## config.mk

```make
export PLATFORM = sky130hd
export DESIGN_NAME = xor_checked_frame_parser_top
export DESIGN_NICKNAME = d
export VERILOG_FILES = /design/src/design/fcp_pkg.sv /design/src/design/fcp_parser.sv /design/src/design/fcp_out_reg.sv /design/src/design/xor_checked_frame_parser_top.sv
export SDC_FILE = /design/constraint.sdc
export NUM_CORES = 1
export LEC_CHECK = 0
export BUFFER_PORTS_ARGS = -buffer_cell sky130_fd_sc_hd__buf_4
export CORE_ASPECT_RATIO = 0.75
export CORE_MARGIN = 2
export CORE_UTILIZATION = 30
export DETAILED_ROUTE_END_ITERATION = 10
export GPL_TIMING_DRIVEN = 0
export HOLD_SLACK_MARGIN = 0.05
export SLEW_MARGIN = 20
export SYNTH_ARGS = -nofsm -noshare
export SYNTH_HDL_FRONTEND = slang
export SYNTH_HIERARCHICAL = 1
export SYNTH_SLANG_ARGS = --single-unit
```

## constraint.sdc

```tcl
create_clock -name clk -period 2.88 [get_ports clk]
set_input_delay 0.144 -clock clk [delete_from_list [all_inputs] [get_ports clk]]
set_output_delay 0.144 -clock clk [all_outputs]
set_load 0.05 [all_outputs]
```

## src/design/fcp_pkg.sv

```systemverilog
// Shared types and constants for the XOR-checked frame parser.
// Used by the parser, the output register and the top level; depends on nothing.
package fcp_pkg;

  // Parse states, in the order a frame walks through them.
  typedef enum logic [1:0] {
    ST_HEAD1 = 2'd0,
    ST_HEAD2 = 2'd1,
    ST_LEN   = 2'd2,
    ST_BODY  = 2'd3
  } fcp_state_t;

  localparam logic [7:0] HEAD_FIRST  = 8'h55;
  localparam logic [7:0] HEAD_SECOND = 8'hAA;
  localparam logic [7:0] LED_FUNC    = 8'h06;
  localparam logic [7:0] LED_MIN_LEN = 8'd3;

  // Body byte positions that are captured; anything later is only XORed.
  typedef enum logic [1:0] {
    POS_FUNC  = 2'd0,
    POS_DATA0 = 2'd1,
    POS_DATA1 = 2'd2,
    POS_REST  = 2'd3
  } body_pos_t;

  typedef struct packed {
    logic       checksum_ok;
    logic [7:0] func_code;
    logic [2:0] body_length;
    logic       led_command;
    logic [7:0] led_index;
    logic       led_on;
  } fcp_result_t;

endpackage

```

## src/design/fcp_parser.sv

```systemverilog
// Frame parsing state machine: header hunt, length check, body capture, XOR check.
// Depends on fcp_pkg; consumes one registered byte per step and builds the result.
module fcp_parser #(
  parameter int MAX_FRAME_BYTES = 11
) (
  input  logic                clk,
  input  logic                rst,
  input  logic                step,
  input  logic [7:0]          byte_in,
  output logic                res_valid,
  output fcp_pkg::fcp_result_t res
);

  localparam int         LEN_W   = $clog2(MAX_FRAME_BYTES - 3);
  localparam logic [7:0] MAX_LEN = 8'(MAX_FRAME_BYTES - 4);

  fcp_pkg::fcp_state_t   state, state_next;
  fcp_pkg::body_pos_t    pos, pos_next;
  logic [7:0]            running_xor, running_xor_next;
  logic [LEN_W-1:0]      body_left, body_left_next;
  logic [LEN_W-1:0]      frame_len, frame_len_next;
  logic [7:0]            func, func_next;
  logic [7:0]            data0, data0_next;
  logic [7:0]            data1, data1_next;
  logic [7:0]            len8;
  logic                  ok;
  logic                  led;

  always_ff @(posedge clk) begin
    if (rst) begin
      state     <= fcp_pkg::ST_HEAD1;
      pos       <= fcp_pkg::POS_FUNC;
      body_left <= '0;
    end else if (step) begin
      state     <= state_next;
      pos       <= pos_next;
      body_left <= body_left_next;
    end
  end

  always_ff @(posedge clk) begin
    if (step) begin
      running_xor <= running_xor_next;
      frame_len   <= frame_len_next;
      func        <= func_next;
      data0       <= data0_next;
      data1       <= data1_next;
    end
  end

  assign len8 = 8'(frame_len);
  assign ok   = (byte_in == running_xor);
  assign led  = ok && (func == fcp_pkg::LED_FUNC) && (len8 >= fcp_pkg::LED_MIN_LEN);

  always_comb begin
    res.checksum_ok = ok;
    res.func_code   = func;
    res.body_length = len8[2:0];
    res.led_command = led;
    res.led_index   = led ? data0 : 8'd0;
    res.led_on      = led && (data1 != 8'd0);
  end

  always_comb begin
    state_next       = state;
    pos_next         = pos;
    running_xor_next = running_xor;
    body_left_next   = body_left;
    frame_len_next   = frame_len;
    func_next        = func;
    data0_next       = data0;
    data1_next       = data1;
    res_valid        = 1'b0;
    unique case (state)
      fcp_pkg::ST_HEAD1: begin
        if (byte_in == fcp_pkg::HEAD_FIRST) begin
          running_xor_next = byte_in;
          state_next       = fcp_pkg::ST_HEAD2;
        end
      end
      fcp_pkg::ST_HEAD2: begin
        priority if (byte_in == fcp_pkg::HEAD_SECOND) begin
          running_xor_next = running_xor ^ byte_in;
          state_next       = fcp_pkg::ST_LEN;
        end else if (byte_in == fcp_pkg::HEAD_FIRST) begin
          running_xor_next = byte_in;
        end else begin
          state_next = fcp_pkg::ST_HEAD1;
        end
      end
      fcp_pkg::ST_LEN: begin
        if ((byte_in == 8'd0) || (byte_in > MAX_LEN)) begin
          state_next = fcp_pkg::ST_HEAD1;
        end else begin
          frame_len_next   = byte_in[LEN_W-1:0];
          body_left_next   = byte_in[LEN_W-1:0];
          running_xor_next = running_xor ^ byte_in;
          pos_next         = fcp_pkg::POS_FUNC;
          func_next        = 8'd0;
          data0_next       = 8'd0;
          data1_next       = 8'd0;
          state_next       = fcp_pkg::ST_BODY;
        end
      end
      fcp_pkg::ST_BODY: begin
        if (body_left != '0) begin
          unique case (pos)
            fcp_pkg::POS_FUNC:  func_next  = byte_in;
            fcp_pkg::POS_DATA0: data0_next = byte_in;
            fcp_pkg::POS_DATA1: data1_next = byte_in;
            fcp_pkg::POS_REST:  ;
          endcase
          if (pos != fcp_pkg::POS_REST) begin
            pos_next = fcp_pkg::body_pos_t'(pos + 2'd1);
          end
          running_xor_next = running_xor ^ byte_in;
          body_left_next   = body_left - LEN_W'(1);
        end else begin
          // The byte after the body is the checksum; the frame ends here.
          res_valid        = 1'b1;
          running_xor_next = 8'd0;
          pos_next         = fcp_pkg::POS_FUNC;
          state_next       = fcp_pkg::ST_HEAD1;
        end
      end
      default: state_next = fcp_pkg::ST_HEAD1;
    endcase
  end

endmodule

```

## src/design/fcp_out_reg.sv

```systemverilog
// Result register between the parser and the output channel.
// Depends on fcp_pkg; loads a new result whenever it is empty or being drained.
module fcp_out_reg (
  input  logic                 clk,
  input  logic                 rst,
  input  logic                 res_valid,
  input  fcp_pkg::fcp_result_t res,
  output logic                 can_load,
  output logic                 out_valid,
  input  logic                 out_ready,
  output fcp_pkg::fcp_result_t out_res
);

  assign can_load = !out_valid || out_ready;

  always_ff @(posedge clk) begin
    if (rst) begin
      out_valid <= 1'b0;
    end else if (can_load) begin
      out_valid <= res_valid;
    end
  end

  always_ff @(posedge clk) begin
    if (can_load && res_valid) begin
      out_res <= res;
    end
  end

endmodule

```

## src/design/xor_checked_frame_parser_top.sv

```systemverilog
// Top level of the XOR-checked frame parser: input register, parser, result register.
// Depends on fcp_pkg, fcp_parser and fcp_out_reg.
//
//   channel   signals                      direction  content
//   input     in_valid/in_ready, rx_byte   in         one received byte
//   output    out_valid/out_ready, fields  out        one result per completed frame
//
// One byte a cycle is sustained while the output does not stall. A byte is parsed
// from the input register; any result is then offered by the result register.
// The input register and the result register both advance together whenever the
// result register is empty or being drained, so a stall on the output backs up
// into in_ready within the same cycle. Reset (rst, synchronous) returns the parser
// to the header hunt and empties both registers.
module xor_checked_frame_parser_top #(
  parameter int MAX_FRAME_BYTES = 11
) (
  input  logic       clk,
  input  logic       rst,
  input  logic       in_valid,
  output logic       in_ready,
  input  logic [7:0] rx_byte,
  output logic       out_valid,
  input  logic       out_ready,
  output logic       checksum_ok,
  output logic [7:0] func_code,
  output logic [2:0] body_length,
  output logic       led_command,
  output logic [7:0] led_index,
  output logic       led_on
);

  logic                 advance;
  logic                 byte_valid;
  logic [7:0]           byte_q;
  logic                 res_valid;
  fcp_pkg::fcp_result_t res;
  fcp_pkg::fcp_result_t out_res;

  assign in_ready = !byte_valid || advance;

  always_ff @(posedge clk) begin
    if (rst) begin
      byte_valid <= 1'b0;
    end else if (in_ready) begin
      byte_valid <= in_valid;
    end
  end

  always_ff @(posedge clk) begin
    if (in_ready && in_valid) begin
      byte_q <= rx_byte;
    end
  end

  fcp_parser #(
    .MAX_FRAME_BYTES(MAX_FRAME_BYTES)
  ) u_parser (
    .clk      (clk),
    .rst      (rst),
    .step     (advance && byte_valid),
    .byte_in  (byte_q),
    .res_valid(res_valid),
    .res      (res)
  );

  fcp_out_reg u_out (
    .clk      (clk),
    .rst      (rst),
    .res_valid(res_valid && byte_valid),
    .res      (res),
    .can_load (advance),
    .out_valid(out_valid),
    .out_ready(out_ready),
    .out_res  (out_res)
  );

  assign checksum_ok = out_res.checksum_ok;
  assign func_code   = out_res.func_code;
  assign body_length = out_res.body_length;
  assign led_command = out_res.led_command;
  assign led_index   = out_res.led_index;
  assign led_on      = out_res.led_on;

endmodule

```

==> run metrics <==
status finished, final reports clean; largest family of logic cells by synthesized area simple AND/OR/NAND/NOR gates; Clock Sinks 74; Nets 314; Max Freq 425.6 MHz; Syn Nets 258; post-synthesis async set-or-reset flop share 0; post-synthesis compound-gate area fraction 0.08533; Synth Area in XOR/XNOR 0.02162; final setup vio count 0; IO Count 36; dpl hpwl 4.329 mm; total die area 11660 um2; Critical Path RT 2.89 ns; Total GRT Usage 0.1180; vias 2089; Starting Density 0.3113; pwr/cell area 571.2 nW/um2; Root Driver clkbuf_16; #FFs+latches synth 74; die width 124.0 um; Worst Hold Class primary input to flop; largest net degree at the start of global routing 23; ANT nets after route 0; diode count 0; critical path, cell by cell inv_1 > ha_1 > nand4b_1 > inv_1 > clkbuf_1 > and2_2 > and2_4; Slew Limit Fails 0; CP max-delay cell clkbuf_1; CP Max Fanout 22; routability cong. 0.8591; final wirelength 6.195 mm; total negative slack 0 ns; core area 10410 um2; Synth Instances 240; FP Rows 32; DRT iter0 DRCs 186; CTS Buf Count 9; Post-synth EDFFs 65; CTS tree yes; initial antenna violation count 0; vias in the first global route 1912; crit path DAT 2.36 ns; # DRC 0; Pleak 1.416 nW; clk buf depth 2; flop2flop setup slack 0.53 ns; H-tree Lvls 3; drt first pass iters 5; post-CTS setup buffer count 0; Startpoint Class flop; Mapped Avg Cell Area 13.50 um2; IO Port Bufs 35; Clock Skew 0.004443 ns; Skew-Pair Late Insertion Delay 0.33 ns; Yosys warnings 6; post-route insts no fill 437; Routed wire per std cell 14.18 um; Slew headroom 0.4295; Area Overhead vs Synth 25.37%; Design Area, Final 4063 um2; most frequent cells in the layout edfxtp_1 (65), buf_4 (38), nor3_1 (14), nor2_1 (13); worst vdd ir 0.2322 mV; Synth cell types 54; most common flop cell mapped by yosys edfxtp_1; max incr delay on CP 0.41 ns; Worst setup EP type flop; most common cell after layout, fill and taps aside edfxtp_1; FILL cells 1004; Final min period 2.350 ns; Max-Cap Viols 0; proportion of synthesized area in mux cells 0.003475; Worst-Margin Slew 0.8540 ns; Adder-Cell Fraction of Synth Area 0.02317; Fin. Hold Viols 0; Worst-path clk slew 0.06 ns; CP Class flop to flop; global-route wire length before repair 10.12 mm; grt total ovfl 0; most used cell, CP inv_1; Netlist Area Pre-Place 3241 um2; Vias per Instance 4.780; simple-gate share of the synthesized area 0.1710; register area share after synthesis 0.6579; Final period util 0.8158; layout cells sized above 1 0.2392; Inst Count DP 411; die height 94.01 um; DP Area 3674 um2; unrepaired setup endpoints after global routing false; CTS resizes 0
repair_timing:
action                                  CTS  global route
endpoints found under the setup margin    0             0
hold endpoints to repair                 10             0
hold buffers                             10             0
synth_stat cells (all sizes together), types with 2 or more instances:
cell / count / share of area
nor2: 13 / 0.015
ha: 6 / 0.023
nor2b: 2 / 0.0039
nor3b: 4 / 0.011
nand2: 7 / 0.0081
xor2: 6 / 0.016
o2bb2ai: 2 / 0.0054
a31oi: 3 / 0.0058
dfxtp: 9 / 0.056
nand4b: 3 / 0.0081
edfxtp: 65 / 0.60
and3: 9 / 0.017
inv: 11 / 0.013
clkbuf: 7 / 0.0081
nand2b: 3 / 0.010
a21oi: 13 / 0.022
or3: 2 / 0.0039
a22oi: 2 / 0.0046
nor3: 14 / 0.022
a211o: 2 / 0.0054
or4: 2 / 0.0046
xnor2: 2 / 0.0054
nor4: 8 / 0.020
a21boi: 2 / 0.0058
buf: 8 / 0.017
nand4: 2 / 0.0039
and2: 12 / 0.025
nand4bb: 2 / 0.0069
o31ai: 3 / 0.0069
worst max-delay path: cells and delay by family, from the launching register on:
family                   cells  cell delay, ns
buffers and inverters        3            0.66
flip-flops                   1            0.30
adder cells (fa/ha/maj)      1            0.17
AND/OR/NAND/NOR              3            0.86
layout make-up:
| class | count | area (um2) | area share |
|---|---|---|---|
| Multi-Input combinational cell | 140 | 987.2 | 0.2430 |
| Buffer | 15 | 80.08 | 0.01971 |
| Clock inverter | 7 | 63.81 | 0.01571 |
| Sequential cell | 74 | 2132 | 0.5248 |
| Timing Repair Buffer | 45 | 362.8 | 0.08931 |
| Clock buffer | 9 | 225.2 | 0.05544 |
| Tap cell | 136 | 170.2 | 0.04188 |
| Inverter | 11 | 41.29 | 0.01016 |
per-layer routing:
metal | wire, um | share of wire | vias to the layer above | global-route usage
met3 | 472 | 0.076 | 5 | 0.04126
met5 | 0 | 0 | - | 0
met2 | 2701 | 0.44 | 79 | 0.1722
met1 | 2975 | 0.48 | 986 | 0.1622
li1 | - | - | 1019 | -
met4 | 46 | 0.0074 | 0 | 0.04120
per-stage QoR:
step / util / hold slack, ns / setup WS (ns) / power [mW]
global placement: 0.3529 / 0.3222 / 0.2023 / 1.276
floorplan: - / 0.2064 / 0.8150 / 1.247
finish: 0.3903 / 0.1031 / 0.5305 / 2.321
detailed placement: 0.3529 / 0.3235 / 0.5142 / 1.277
CTS: 0.3903 / 0.09012 / 0.5124 / 2.354
global route: 0.3903 / 0.09511 / 0.2776 / 2.405
cells by family (layout without fill, tap and decap cells):
logic type / count (synthesis) / after routing
compound gates: 38 / 38
xor+xnor: 8 / 8
mux: 1 / 1
simple gates: 87 / 87
buf+inv: 26 / 87
flops: 74 / 74
fa+ha+maj: 6 / 6
path summary, 6_finish.rpt:
check,from,depth (start not counted),to
worst min-delay path,out_ready,3,u_out/out_valid
worst max-delay path,u_parser/body_left[0],7,u_out/out_res[1]
worst max register to register,u_parser/body_left[0],7,u_out/out_res[1]
worst min register to register,u_parser/func[6],0,u_out/out_res[19]
state kept, by name, indices dropped and copies added (netlist names):
name and flops:
u_parser/running_xor 8, u_parser/data1 8, byte_valid 1, u_out/out_valid 1, u_parser/data0 8, byte_q 8, u_out/out_res 22, u_parser/body_left 3
u_parser/pos 2, u_parser/func 8, u_parser/state 2, u_parser/frame_len 3
report_power, final:
part | internal [mW] | switching (mW)
combinational | 0.0420 | 0.0460
sequential | 1.17 | 0.0100
clock | 0.598 | 0.456
total | 1.81 | 0.512
(Power assumes the default switching activity.)
